## config.mk

```make
export PLATFORM = sky130hd
export DESIGN_NAME = pairwise_landmark_loss
export DESIGN_NICKNAME = d
export VERILOG_FILES = /design/src/sv/pll_pkg.sv /design/src/sv/pll_err_mem.sv /design/src/sv/pll_serial_mul.sv /design/src/sv/pairwise_landmark_loss.sv
export VERILOG_INCLUDE_DIRS = /design/src /design/src/sv
export SDC_FILE = /design/constraint.sdc
export NUM_CORES = 2
export LEC_CHECK = 0
export BUFFER_PORTS_ARGS = -buffer_cell sky130_fd_sc_hd__buf_2
export CORE_MARGIN = 3
export CORE_UTILIZATION = 60
export DETAILED_ROUTE_END_ITERATION = 8
export GPL_ROUTABILITY_DRIVEN = 1
export GPL_TIMING_DRIVEN = 0
export MAX_ROUTING_LAYER = met4
export PLACE_DENSITY = 0.77
export SLEW_MARGIN = 5
export SYNTH_ARGS = -nofsm -noshare
export SYNTH_HDL_FRONTEND = slang
export SYNTH_SLANG_ARGS = --single-unit
```

## constraint.sdc

```tcl
create_clock -name clk_i -period 7.5 [get_ports clk_i]
set_clock_uncertainty 0.05 [all_clocks]
set_input_delay 0.375 -clock clk_i [delete_from_list [all_inputs] [get_ports clk_i]]
set_output_delay 0.375 -clock clk_i [all_outputs]
set_load 0.005 [all_outputs]
```

## src/sv/pairwise_landmark_loss_macros.svh

```systemverilog
// assertion macros for the pairwise landmark loss block
`ifndef PAIRWISE_LANDMARK_LOSS_MACROS_SVH
`define PAIRWISE_LANDMARK_LOSS_MACROS_SVH
`ifndef SYNTH
// property must hold at every clock edge out of reset
`define PLL_ASSERT(lbl, prop) \
  lbl: assert property (@(posedge clk_i) disable iff (!rst_ni) (prop)) \
    else $error("pll assertion failed");
// condition must never be true out of reset
`define PLL_ASSERT_NEVER(lbl, cond) \
  lbl: assert property (@(posedge clk_i) disable iff (!rst_ni) !(cond)) \
    else $error("pll assertion failed");
`else
`define PLL_ASSERT(lbl, prop)
`define PLL_ASSERT_NEVER(lbl, cond)
`endif
`endif

```

## src/sv/pll_pkg.sv

```systemverilog
// shared constants, types and helpers of the pairwise landmark loss block
`timescale 1ns / 1ps
`default_nettype none
package pll_pkg;

  localparam int MaxPoints   = 16;
  localparam int MinPoints   = 2;
  localparam int PointsReset = 5;
  localparam int CoordSlots  = 2 * MaxPoints;
  localparam int IdxW        = $clog2(CoordSlots);
  localparam int CountW      = $clog2(CoordSlots + 1);
  localparam int PointsW     = 5;
  localparam int CoordW      = 16;
  localparam int ErrW        = CoordW + 1;
  localparam int MulBW       = $clog2(MaxPoints) + CoordW;
  localparam int SumW        = MulBW + 1;
  localparam int QW          = 2 * CoordW + IdxW;
  localparam int ProdW       = QW + CountW + 1;
  localparam int GradW       = 22;
  localparam int LossW       = 42;
  localparam int IndexW      = 5;
  localparam int DigitW      = 4;

  typedef enum logic [3:0] {
    S_LOAD,
    S_SQUARE,
    S_PQ_START,
    S_PQ_WAIT,
    S_SX_START,
    S_SX_WAIT,
    S_SY_START,
    S_SY_WAIT,
    S_RD,
    S_GR_START,
    S_GR_WAIT,
    S_OUT
  } pll_state_e;

  typedef struct packed {
    logic                    start;
    logic                    flush;
    logic signed [ProdW-1:0] a;
    logic [MulBW-1:0]        b;
  } mul_req_t;

  typedef struct packed {
    logic                    busy;
    logic                    done;
    logic signed [ProdW-1:0] prod;
  } mul_rsp_t;

  // magnitude of an error, never the most negative code
  function automatic logic [ErrW-2:0] abs_err(logic signed [ErrW-1:0] e);
    logic signed [ErrW-1:0] n;
    n = e[ErrW-1] ? -e : e;
    return n[ErrW-2:0];
  endfunction

  // magnitude of an axis sum
  function automatic logic [MulBW-1:0] abs_sum(logic signed [SumW-1:0] s);
    logic signed [SumW-1:0] n;
    n = s[SumW-1] ? -s : s;
    return n[MulBW-1:0];
  endfunction

endpackage
`default_nettype wire

```

## src/sv/pll_err_mem.sv

```systemverilog
// error store: one write port, one registered read port
`timescale 1ns / 1ps
`default_nettype none
module pll_err_mem
  import pll_pkg::*;
(
  input  wire logic                   clk_i,
  input  wire logic                   we_i,
  input  wire logic [IdxW-1:0]        waddr_i,
  input  wire logic signed [ErrW-1:0] wdata_i,
  input  wire logic [IdxW-1:0]        raddr_i,
  output logic signed [ErrW-1:0]      rdata_o
);

  logic signed [ErrW-1:0] mem_q [CoordSlots];
  logic signed [ErrW-1:0] rdata_q;

  always_ff @(posedge clk_i) begin
    if (we_i) begin
      mem_q[waddr_i] <= wdata_i;
    end
    rdata_q <= mem_q[raddr_i];
  end

  assign rdata_o = rdata_q;

endmodule
`default_nettype wire

```

## src/sv/pll_serial_mul.sv

```systemverilog
// digit-serial multiplier, one 4-bit digit of the unsigned operand per cycle
`timescale 1ns / 1ps
`default_nettype none
`include "pairwise_landmark_loss_macros.svh"
module pll_serial_mul
  import pll_pkg::*;
(
  input  wire logic     clk_i,
  input  wire logic     rst_ni,
  input  wire mul_req_t req_i,
  output mul_rsp_t      rsp_o
);

  logic                    busy_q, busy_d;
  logic                    done_q, done_d;
  logic signed [ProdW-1:0] acc_q, acc_d;
  logic signed [ProdW-1:0] a_q, a_d;
  logic [MulBW-1:0]        b_q, b_d;
  logic [DigitW-1:0]       digit;
  logic signed [ProdW-1:0] part;
  logic [MulBW-1:0]        b_next;

  assign digit  = b_q[DigitW-1:0];
  assign part   = a_q * $signed({1'b0, digit});
  assign b_next = b_q >> DigitW;

  always_comb begin
    busy_d = busy_q;
    done_d = 1'b0;
    acc_d  = acc_q;
    a_d    = a_q;
    b_d    = b_q;
    if (req_i.flush) begin
      busy_d = 1'b0;
    end else if (req_i.start) begin
      acc_d = '0;
      a_d   = req_i.a;
      b_d   = req_i.b;
      if (req_i.b == '0) begin
        done_d = 1'b1;
      end else begin
        busy_d = 1'b1;
      end
    end else if (busy_q) begin
      acc_d = acc_q + part;
      a_d   = a_q << DigitW;
      b_d   = b_next;
      if (b_next == '0) begin
        busy_d = 1'b0;
        done_d = 1'b1;
      end
    end
  end

  always_ff @(posedge clk_i or negedge rst_ni) begin
    if (!rst_ni) begin
      busy_q <= 1'b0;
      done_q <= 1'b0;
    end else begin
      busy_q <= busy_d;
      done_q <= done_d;
    end
  end

  always_ff @(posedge clk_i) begin
    acc_q <= acc_d;
    a_q   <= a_d;
    b_q   <= b_d;
  end

  assign rsp_o.busy = busy_q;
  assign rsp_o.done = done_q;
  assign rsp_o.prod = acc_q;

  `PLL_ASSERT_NEVER(a_busy_done, busy_q && done_q)
  `PLL_ASSERT(a_start_idle, req_i.start |-> !busy_q)
  `PLL_ASSERT_NEVER(a_busy_digits, busy_q && (b_q == '0))

endmodule
`default_nettype wire

```

## src/sv/pairwise_landmark_loss.sv

```systemverilog
// pairwise landmark loss: top level with sample sequencer and output register
// Takes one sample as 2*P coordinate transfers (all x values, then all y values), each a
// predicted and true Q8.8 pair, where P is points_in_use clamped to 2..16. For each axis it
// returns, per coordinate, the sum over the other points of (e_i - e_j) with e = pred - true,
// and on every result the sample loss, the sum of (e_i - e_j)^2 over all pairs of both axes.
// Internally the pairwise sums are formed as P*e_i - S and P*sum(e^2) - Sx^2 - Sy^2, all
// products running through one shared digit-serial multiplier that consumes a 4-bit digit of
// its unsigned operand per cycle. A coordinate transfer is accepted, its square is formed
// digit by digit over |e| up to its highest nonzero digit, and it is then retired.
// After the last coordinate the loss takes three multiplies of up to 2, 5 and 5 digits, then
// each result passes through an error store read, a P*e multiply and an output register load.
// The output register lets a finished result wait while the next sample starts loading.
// Writing points_in_use drops any partial sample; no coordinate is taken in that cycle.
`timescale 1ns / 1ps
`default_nettype none
`include "pairwise_landmark_loss_macros.svh"
module pairwise_landmark_loss
  import pll_pkg::*;
(
  input  wire logic                     clk_i,
  input  wire logic                     rst_ni,
  // configuration
  input  wire logic                     cfg_we_i,
  input  wire logic [PointsW-1:0]       cfg_wdata_i,
  // coordinate input
  input  wire logic                     in_valid_i,
  output logic                          in_stall_o,
  input  wire logic signed [CoordW-1:0] predicted_coord_i,
  input  wire logic signed [CoordW-1:0] true_coord_i,
  // gradient results
  output logic                          out_valid_o,
  input  wire logic                     out_stall_i,
  output logic [IndexW-1:0]             coord_index_o,
  output logic signed [GradW-1:0]       gradient_o,
  output logic [LossW-1:0]              sample_loss_o,
  output logic                          last_of_sample_o
);

  pll_state_e state_q, state_d;

  logic [PointsW-1:0]      cfg_points_q;
  logic [CountW-1:0]       load_cnt_q, load_cnt_d;
  logic [CountW-1:0]       emit_cnt_q, emit_cnt_d;
  logic signed [SumW-1:0]  sum_x_q, sum_x_d;
  logic signed [SumW-1:0]  sum_y_q, sum_y_d;
  logic [QW-1:0]           sq_acc_q, sq_acc_d;
  logic signed [ProdW-1:0] loss_q, loss_d;

  // output register
  logic                    out_valid_q, out_valid_d;
  logic [IndexW-1:0]       out_index_q, out_index_d;
  logic signed [GradW-1:0] out_grad_q, out_grad_d;
  logic [LossW-1:0]        out_loss_q, out_loss_d;
  logic                    out_last_q, out_last_d;

  // active point count and sample length
  logic [CountW-1:0]       p_act;
  logic [CountW-1:0]       total;
  logic [CountW-1:0]       total_m1;

  logic signed [ErrW-1:0]  err_in;
  logic [ErrW-2:0]         err_mag;
  logic                    in_x;
  logic                    emit_x;
  logic signed [SumW-1:0]  sum_sel;
  logic signed [ProdW-1:0] grad_full;
  logic [MulBW-1:0]        p_ext;

  logic                    mem_we;
  logic [IdxW-1:0]         mem_waddr;
  logic [IdxW-1:0]         mem_raddr;
  logic signed [ErrW-1:0]  mem_rdata;

  mul_req_t                mul_req;
  mul_rsp_t                mul_rsp;

  // clamp the register to the supported point range
  always_comb begin
    if (cfg_points_q < PointsW'(MinPoints)) begin
      p_act = CountW'(MinPoints);
    end else if (int'(cfg_points_q) > MaxPoints) begin
      p_act = CountW'(MaxPoints);
    end else begin
      p_act = CountW'(cfg_points_q);
    end
  end

  assign total    = p_act << 1;
  assign total_m1 = total - CountW'(1);
  assign p_ext    = {{(MulBW-CountW){1'b0}}, p_act};

  // error of the incoming coordinate
  assign err_in  = $signed({predicted_coord_i[CoordW-1], predicted_coord_i})
                 - $signed({true_coord_i[CoordW-1], true_coord_i});
  assign err_mag = abs_err(err_in);
  assign in_x    = load_cnt_q < p_act;

  // gradient of the coordinate being emitted: P*e_k minus its axis sum
  assign emit_x    = emit_cnt_q < p_act;
  assign sum_sel   = emit_x ? sum_x_q : sum_y_q;
  assign grad_full = mul_rsp.prod - {{(ProdW-SumW){sum_sel[SumW-1]}}, sum_sel};

  // a register write takes the cycle, so no coordinate is taken with it
  assign in_stall_o = (state_q != S_LOAD) || cfg_we_i;
  assign mem_waddr  = load_cnt_q[IdxW-1:0];
  assign mem_raddr  = emit_cnt_q[IdxW-1:0];

  always_comb begin
    state_d     = state_q;
    load_cnt_d  = load_cnt_q;
    emit_cnt_d  = emit_cnt_q;
    sum_x_d     = sum_x_q;
    sum_y_d     = sum_y_q;
    sq_acc_d    = sq_acc_q;
    loss_d      = loss_q;
    out_valid_d = out_valid_q;
    out_index_d = out_index_q;
    out_grad_d  = out_grad_q;
    out_loss_d  = out_loss_q;
    out_last_d  = out_last_q;
    mul_req     = '0;
    mem_we      = 1'b0;

    // result taken downstream
    if (out_valid_q && !out_stall_i) begin
      out_valid_d = 1'b0;
    end

    if (cfg_we_i) begin
      // new point count: drop the partial sample
      load_cnt_d    = '0;
      sum_x_d       = '0;
      sum_y_d       = '0;
      sq_acc_d      = '0;
      mul_req.flush = 1'b1;
      state_d       = S_LOAD;
    end else begin
      unique case (state_q)
        S_LOAD: begin
          if (in_valid_i) begin
            mem_we     = 1'b1;
            load_cnt_d = load_cnt_q + CountW'(1);
            if (in_x) begin
              sum_x_d = sum_x_q + {{(SumW-ErrW){err_in[ErrW-1]}}, err_in};
            end else begin
              sum_y_d = sum_y_q + {{(SumW-ErrW){err_in[ErrW-1]}}, err_in};
            end
            mul_req.start = 1'b1;
            mul_req.a     = {{(ProdW-ErrW+1){1'b0}}, err_mag};
            mul_req.b     = {{(MulBW-ErrW+1){1'b0}}, err_mag};
            state_d       = S_SQUARE;
          end
        end
        S_SQUARE: begin
          if (mul_rsp.done) begin
            sq_acc_d = sq_acc_q + mul_rsp.prod[QW-1:0];
            state_d  = (load_cnt_q == total) ? S_PQ_START : S_LOAD;
          end
        end
        S_PQ_START: begin
          mul_req.start = 1'b1;
          mul_req.a     = {{(ProdW-QW){1'b0}}, sq_acc_q};
          mul_req.b     = p_ext;
          state_d       = S_PQ_WAIT;
        end
        S_PQ_WAIT: begin
          if (mul_rsp.done) begin
            loss_d  = mul_rsp.prod;
            state_d = S_SX_START;
          end
        end
        S_SX_START: begin
          mul_req.start = 1'b1;
          mul_req.a     = {{(ProdW-MulBW){1'b0}}, abs_sum(sum_x_q)};
          mul_req.b     = abs_sum(sum_x_q);
          state_d       = S_SX_WAIT;
        end
        S_SX_WAIT: begin
          if (mul_rsp.done) begin
            loss_d  = loss_q - mul_rsp.prod;
            state_d = S_SY_START;
          end
        end
        S_SY_START: begin
          mul_req.start = 1'b1;
          mul_req.a     = {{(ProdW-MulBW){1'b0}}, abs_sum(sum_y_q)};
          mul_req.b     = abs_sum(sum_y_q);
          state_d       = S_SY_WAIT;
        end
        S_SY_WAIT: begin
          if (mul_rsp.done) begin
            loss_d     = loss_q - mul_rsp.prod;
            emit_cnt_d = '0;
            state_d    = S_RD;
          end
        end
        S_RD: begin
          // store read issued at emit_cnt_q, data next cycle
          state_d = S_GR_START;
        end
        S_GR_START: begin
          mul_req.start = 1'b1;
          mul_req.a     = {{(ProdW-ErrW){mem_rdata[ErrW-1]}}, mem_rdata};
          mul_req.b     = p_ext;
          state_d       = S_GR_WAIT;
        end
        S_GR_WAIT: begin
          if (mul_rsp.done) begin
            state_d = S_OUT;
          end
        end
        S_OUT: begin
          if (!out_valid_q || !out_stall_i) begin
            out_valid_d = 1'b1;
            out_index_d = IndexW'(emit_cnt_q);
            out_grad_d  = grad_full[GradW-1:0];
            out_loss_d  = loss_q[LossW-1:0];
            out_last_d  = (emit_cnt_q == total_m1);
            emit_cnt_d  = emit_cnt_q + CountW'(1);
            if (emit_cnt_q == total_m1) begin
              // sample done, start the next one clean
              load_cnt_d = '0;
              sum_x_d    = '0;
              sum_y_d    = '0;
              sq_acc_d   = '0;
              state_d    = S_LOAD;
            end else begin
              state_d = S_RD;
            end
          end
        end
        default: begin
          state_d = S_LOAD;
        end
      endcase
    end
  end

  always_ff @(posedge clk_i or negedge rst_ni) begin
    if (!rst_ni) begin
      state_q <= S_LOAD;
    end else begin
      state_q <= state_d;
    end
  end

  always_ff @(posedge clk_i or negedge rst_ni) begin
    if (!rst_ni) begin
      cfg_points_q <= PointsW'(PointsReset);
      load_cnt_q   <= '0;
      sum_x_q      <= '0;
      sum_y_q      <= '0;
      sq_acc_q     <= '0;
      out_valid_q  <= 1'b0;
    end else begin
      if (cfg_we_i) begin
        cfg_points_q <= cfg_wdata_i;
      end
      load_cnt_q  <= load_cnt_d;
      sum_x_q     <= sum_x_d;
      sum_y_q     <= sum_y_d;
      sq_acc_q    <= sq_acc_d;
      out_valid_q <= out_valid_d;
    end
  end

  always_ff @(posedge clk_i) begin
    emit_cnt_q  <= emit_cnt_d;
    loss_q      <= loss_d;
    out_index_q <= out_index_d;
    out_grad_q  <= out_grad_d;
    out_loss_q  <= out_loss_d;
    out_last_q  <= out_last_d;
  end

  pll_err_mem u_err_mem (
    .clk_i   (clk_i),
    .we_i    (mem_we),
    .waddr_i (mem_waddr),
    .wdata_i (err_in),
    .raddr_i (mem_raddr),
    .rdata_o (mem_rdata)
  );

  pll_serial_mul u_mul (
    .clk_i  (clk_i),
    .rst_ni (rst_ni),
    .req_i  (mul_req),
    .rsp_o  (mul_rsp)
  );

  assign out_valid_o      = out_valid_q;
  assign coord_index_o    = out_index_q;
  assign gradient_o       = out_grad_q;
  assign sample_loss_o    = out_loss_q;
  assign last_of_sample_o = out_last_q;

  `PLL_ASSERT_NEVER(a_cnt_range, load_cnt_q > total)
  `PLL_ASSERT(a_in_mul_idle, (in_valid_i && !in_stall_o) |-> !mul_rsp.busy)
  `PLL_ASSERT(a_done_wait, mul_rsp.done |-> (state_q == S_SQUARE ||
    state_q == S_PQ_WAIT || state_q == S_SX_WAIT || state_q == S_SY_WAIT ||
    state_q == S_GR_WAIT))
  `PLL_ASSERT(a_emit_range, (state_q == S_OUT) |-> (emit_cnt_q < total))

endmodule
`default_nettype wire
```

Word level (Yosys, flattened, before mapping) --
Memory sizes are Yosys's and may differ from the RTL's. A register that Yosys moved wholly into a read port is not among the register bits. Cells that the tools add are included. Widths: inputs -> output; s select.
Storage, ports and cells: bits in registers 325, memory bits (writable) 544, input bits 42, output and inout bits 72, logic and storage cells 165, memories kept 1
Memories:
- u_err_mem.mem_q | words 32, bits a word 17, rd ports 1, clocked after memory_dff 1, wr ports 1, RTL line pll_err_mem.sv:15 | logic signed [ErrW-1:0] mem_q [CoordSlots];
Operators by class: add/subtract/negate cells 13, multiply operators 1, magnitude comparators 4, equality and inequality tests 28, multiplexer cells 73, bitwise gates (word level) 2, reductions and logical operators 25
Operators by type and width (number):
- $pmux 64 s5 | 1
- $mux 44 | 5
- $mux 21 | 9
- $mux 37 | 4
- $pmux 44 s2 | 1
- $pmux 21 s2 | 2
- $mux 20 | 4
- $pmux 37 s2 | 1
- $mux 64 | 1
- $pmux 4 s12 | 1
- $add 44x44->44 | 1
- $mul 44x5->44 | 1
- $sub 44x44->44 | 1
- $add 21x21->21 | 2
- $mux 6 | 7
- $logic_not 20->1 | 2
- $neg 20->20 | 2
- $add 37x37->37 | 1
- $mux 36 | 1
- $mux 4 | 9
- $pmux 6 s2 | 2
- $sub 22x22->22 | 1
- $mux 1 | 21
- $ne 3x3->1 const B | 6
- 34 further kinds | 60

Logic depth before layout (Yosys ltp) --
depth in word-level cells 10, mapped depth 28, mapped depth without buffers 27

Hierarchy --
From an unflattened synthesis, not the netlist that was laid out.
Unflattened totals: cell total of the unflattened synthesis 4370, area total of the unflattened synthesis 50855.0 um2
By module, submodules not included:
- pll_err_mem | times used 1, cells each 1212, area each 21737.1 um2, seq. area each 16676.0 um2
- pairwise_landmark_loss | times used 1, cells each 2013, area each 17735.8 um2, seq. area each 5923.2 um2
- pll_serial_mul | times used 1, cells each 1145, area each 11382.2 um2, seq. area each 3293.2 um2

Worst setup path after synthesis --
OpenSTA, ideal clock, no wires.
kind register -> register, start point register state_q[2], end point register out_index_q[0] (netlist: coord_index_o[0]), enable pin, setup time 599 ps, data arrival time 6219 ps, required time 6851 ps, path slack 632 ps, stages on the path, launching flop included 6, path buffers 2, clock period less this slack 6868 ps, cell sequence dfrtp_1 clkbuf_1 nor2b_1 nand3_1 clkbuf_1 nor3b_1
Between the ends: word-level cells in the longest chain between the ends 2
Ends and longest elaborated chain:
- from (decl) | RTL line pairwise_landmark_loss.sv:39 | pll_state_e state_q, state_d;
- from (signal assigned) | RTL line pairwise_landmark_loss.sv:243 | state_q <= state_d;
- $eq 4x4->1 | RTL line pairwise_landmark_loss.sv:138 | unique case (state_q)
- $reduce_and 3->1 (no line)
- to (signal assigned) | RTL line pairwise_landmark_loss.sv:270 | out_index_q <= out_index_d;
- to (decl) | RTL line pairwise_landmark_loss.sv:51 | logic [IndexW-1:0] out_index_q, out_index_d;
Every way passes these cells. A chain may end at the register's enable or synchronous reset.

Final worst setup path --
start point register cfg_points_q[2], end point register out_grad_q[20] (netlist: gradient_o[20]) (data pin)
Between the ends: word-level cells in the longest chain between the ends 6, elaborated cells between the ends (all ways) 7, those cells by class add/sub: 1; order compare: 3; mux: 3
Ends and longest elaborated chain:
- from (decl) | RTL line pairwise_landmark_loss.sv:41 | logic [PointsW-1:0] cfg_points_q;
- from (signal assigned) | RTL line pairwise_landmark_loss.sv:249 | cfg_points_q <= PointsW'(PointsReset);
- from (signal assigned) | RTL line pairwise_landmark_loss.sv:257 | cfg_points_q <= cfg_wdata_i;
- $gt 5x5->1 | RTL line pairwise_landmark_loss.sv:81 | end else if (int'(cfg_points_q) > MaxPoints) begin
- $mux 5 | RTL line pairwise_landmark_loss.sv:81
- $mux 6 (*) | RTL line pairwise_landmark_loss.sv:79 | if (cfg_points_q < PointsW'(MinPoints)) begin
- $lt 6x6->1 (*) | RTL line pairwise_landmark_loss.sv:99 | assign emit_x = emit_cnt_q < p_act;
- $mux 21 (*) | RTL line pairwise_landmark_loss.sv:100 | assign sum_sel = emit_x ? sum_x_q : sum_y_q;
- $sub 22x22->22 (*) | RTL line pairwise_landmark_loss.sv:101 | assign grad_full = mul_rsp.prod - {{(ProdW-SumW){sum_sel[SumW-1]}}, sum_sel};
- named net grad_full[20] | RTL line pairwise_landmark_loss.sv:66 | logic signed [ProdW-1:0] grad_full;
- to (signal assigned) | RTL line pairwise_landmark_loss.sv:271 | out_grad_q <= out_grad_d;
- to (decl) | RTL line pairwise_landmark_loss.sv:52 | logic signed [GradW-1:0] out_grad_q, out_grad_d;
The timed path passes the listed nets; every way through them passes the cells marked *.

==> flow_metrics.py <==
metrics = {
    "outcome": {
        "run_status": "finished with violations",
        "violations": "max-capacitance violations, max-slew violations",
    },
    "power": {
        "peakVddDrop_mv": 0.264,
        "seq_power_share_pct": 32.9,
        "p_clk_share_pct": 21.1,
        "switchingPower_mw": 8.24,
        "power_frac_comb_pct": 45.9,
        "p_leak_nw": 21.3,
        "p_per_area_mw_per_mm2": 379,
        "power.internal_mw": 12.7,
        "swShare_pct": 39.4,
    },
    "clock_tree": {
        "cts_tree": "yes",
        "cts_buffers": 88,
        "cts_setup_buffers": 0,
        "cts_max_level": 3,
        "cts.sinks": 880,
        "clockRootBuffer": "clkbuf_16",
        "clk_latency_ns": 0.68,
        "clk_pin_slew_ns": 0.06,
        "clock_path_buffers": 3,
    },
    "setup_path": {
        "critPathCaptureType": "flip-flop",
        "worst-setup-path-type": "reg -> reg",
        "worst-r2r-cell-count": 27,
        "r2r_start": "cfg_points_q[2]",
        "worst-path-buf-inv": 2,
        "slowest_delay_ns": 0.63,
        "path_common_cell": "a21oi_1",
        "startpoint": "cfg_points_q[2]",
        "r2r-end": "gradient_o[20]",
        "required_ns": 7.83,
        "endpoint": "gradient_o[20]",
        "critPathMaxFanout": 10,
        "start_kind": "flip-flop",
        "r2r_slack_ns": 0.41,
        "cp_top_family": "compound AO/OA/AOI/OAI gates",
        "worst-endpoint-arrival_ns": 7.42,
        "path_depth": 27,
        "crit_path_top_delay_cell": "dfstp_2",
    },
    "drt": {
        "dr_wl_met3_um": 14100,
        "route.vias.total": 34000,
        "wl_per_cell_um": 25.9,
        "postRouteAntennaNets": 0,
        "wl_met2_um": 63600,
        "viasPerCell": 6.45,
        "drt_drc_violations_left": 0,
        "wl_um": 137000,
        "top_layer": "met4",
        "drt-initial-drc-count": 4086,
        "first_pass_iters": 8,
        "m1WireLength_um": 52600,
    },
    "yosys": {
        "synthTopCellsByArea": "edfxtp_1 47%, mux4_2 7.8%, ha_1 6.4%",
        "avgSynthCellArea_um2": 12.7,
        "ys_ff_latch": 880,
        "yosysUniqueCellTypes": 91,
        "ys_seq_area_share_pct": 52.4,
        "ys_warn_count": 0,
        "synth_edf_count": 766,
        "async_reset_ff_share_pct": 11.0,
        "syn-cell-area_mm2": 0.0492,
        "ys.flop_type": "edfxtp_1",
        "netlist_instances": 3872,
        "yosysTopAreaCell": "edfxtp_1",
        "syn_nets": 4289,
        "synth_top_area_share_pct": 46.8,
    },
    "global_route": {
        "grt_use_total_pct": 33.1,
        "grt_overflow": 0,
        "grt_max_degree": 55,
        "grt_pass1_wl_um": 206000,
        "grt_pass1_vias": 33600,
        "antenna_found_initial": 9,
    },
    "layout": {
        "drive_above_1_share_pct": 13.5,
        "syn2layout_area_growth_pct": 12.3,
        "fin_util_pct": 68.3,
        "register_area_mm2": 0.0258,
        "fillers": 5676,
        "final_common_cell": "edfxtp_1",
        "final_nets": 4556,
        "final_cell_mix": "766 x edfxtp_1, 307 x inv_1, 261 x nand2_1",
        "multi_input_area_mm2": 0.0220,
    },
    "timing": {
        "setup_slack_ns": 0.415,
        "rsz0062_at_grt": "no",
        "clock.fmax_mhz": 141,
        "finalHoldViolations": 0,
        "min_period_ns": 7.09,
        "max_slew_margin_pct": -4.28,
        "finalMaxSlewViolations": 5,
        "timing.hold.ws_ns": 0.169,
        "setup_viol": 0,
        "setup_tns_ns": 0,
        "worstMarginPinSlew_ns": 1.55,
        "fin_crit_sh_pct": 94.5,
    },
    "place": {
        "place_congestion": 0.986,
        "dpl.hpwl_um": 97000,
        "post-place-ws_ns": 0.180,
        "io_buffers": 113,
    },
    "worst_hold_path": {
        "holdCritPathClass": "in -> reg",
    },
    "floorplanning": {
        "core_mm2": 0.0809,
        "start_util_pct": 60.8,
        "num_rows": 104,
        "die-area_mm2": 0.0855,
        "io_pins": 114,
        "die_width_um": 292,
        "die_h_um": 292,
    },
    "run": {
        "maxCapViolations": 1,
    },
}
-- final cells by class --
type,instances,area share (%)
plain buffers,142,0.974
well taps,1060,2.40
flip-flops and latches,880,46.6
diodes,10,0.0453
repair buffers,177,2.85
clock inverters,52,1.07
multi-input cells,2538,39.7
clock buffers,108,4.16
inverters,312,2.12
-- sequential cells by signal, indices dropped and copies added (netlist names) --
name	cells
last_of_sample_o	1
coord_index_o	5
loss_q	42
gradient_o	22
sum_x_q	21
u_mul.a_q	42
sq_acc_q	37
u_mul.acc_q	42
sum_y_q	21
u_err_mem.mem_q	544
state_q	4
cfg_points_q	5
out_valid_o	1
load_cnt_q	6
u_mul.done_q	1
emit_cnt_q	6
u_mul.b_q	20
u_mul.busy_q	1
u_err_mem.rdata_o	17
sample_loss_o	42
-- power by group through the flow --
| stage | clock, mW | combinational (mW) | sequential, mW |
|---|---|---|---|
| after CTS | 4.45 | 9.49 | 6.86 |
| after global placement | 0 | 9.12 | 6.99 |
| final | 4.42 | 9.60 | 6.89 |
| after floorplan | 0 | 7.42 | 6.61 |
| after global routing | 4.63 | 10.8 | 6.93 |
| after detailed placement | 0 | 9.42 | 6.96 |
-- per-layer routing --
layer	GRT usage [%]	vias up
li1	-	14900
met1	43.2	16800
met2	51.9	1945
met3	6.80	405
met4	12.6	0
met5	-	-
-- repair_timing --
item	4_1_cts	5_1_grt
endpoints found under the hold margin	48	0
hold buffers	6	0
setup endpoints to repair	0	3
resized for setup	0	3
-- kinds of logic (layout without fill, tap and decap cells) --
kind of cell    count (synthesis)  after routing  share of synthesized area [%]
compound gates                776            776                           10.4
xor+xnor                      227            227                           4.04
fa+ha+maj                     375            375                           11.4
buf+inv                       454            791                           3.47
flops                         880            880                           52.4
mux                           221            221                           8.89
other cells                     0             10                              0
simple gates                  939            939                           9.40
-- worst reg2reg max path, stage by stage (launching register included) --
cell and delay (ns):
dfstp_2 0.63, nor2_1 0.08, o21ai_1 0.56, ha_1 0.36
o21ai_0 0.08, nand2b_1 0.07, a21oi_1 0.19, nor2b_1 0.07
o21ai_0 0.16, nand2_1 0.25, buf_1 0.39, o21ai_1 0.62
ha_1 0.29, inv_1 0.06, fa_1 0.41, a21o_1 0.25
a21oi_1 0.47, o21a_1 0.21, o31ai_1 0.07, a21oi_1 0.30
o2111ai_1 0.17, a31oi_1 0.30, nor2b_1 0.08, o21a_1 0.19
o21ai_0 0.14, nand2b_1 0.07, a21oi_1 0.19, xnor2_1 0.09
-- worst min path at each step --
stage	startpoint	endpoint	slack (ns)	cells past startpoint
floorplan	rst_ni	cfg_points_q[1]	0.03	0
global placement	loss_q[14]	sample_loss_o[14]	0.40	0
detailed placement	rst_ni	sq_acc_q[24]	0.31	1
CTS	out_stall_i	out_valid_o	0.11	3
global route	out_stall_i	out_valid_o	0.17	3
finish	out_stall_i	out_valid_o	0.17	3
-- Yosys cell counts (102+ instances only) --
master and n:
edfxtp_1 766, inv_1 310, nand2_1 261, ha_1 253, nor2_1 240, o21ai_0 172
and2_1 171, mux4_2 170, a21oi_1 165, xnor2_1 125, fa_1 122, clkbuf_1 112
xor2_1 102
-- per-stage QoR --
| step | area (um2) | power, mW | instances |
|---|---|---|---|
| after floorplan | 49200 | 14.0 | 3872 |
| after global placement | 51100 | 16.1 | 5045 |
| after detailed placement | 52300 | 16.4 | 5103 |
| after CTS | 55200 | 20.8 | 5269 |
| after global routing | 55200 | 22.4 | 5278 |
| final | 55300 | 20.9 | 5279 |
Note: power is estimated with default switching activity, not from simulation.
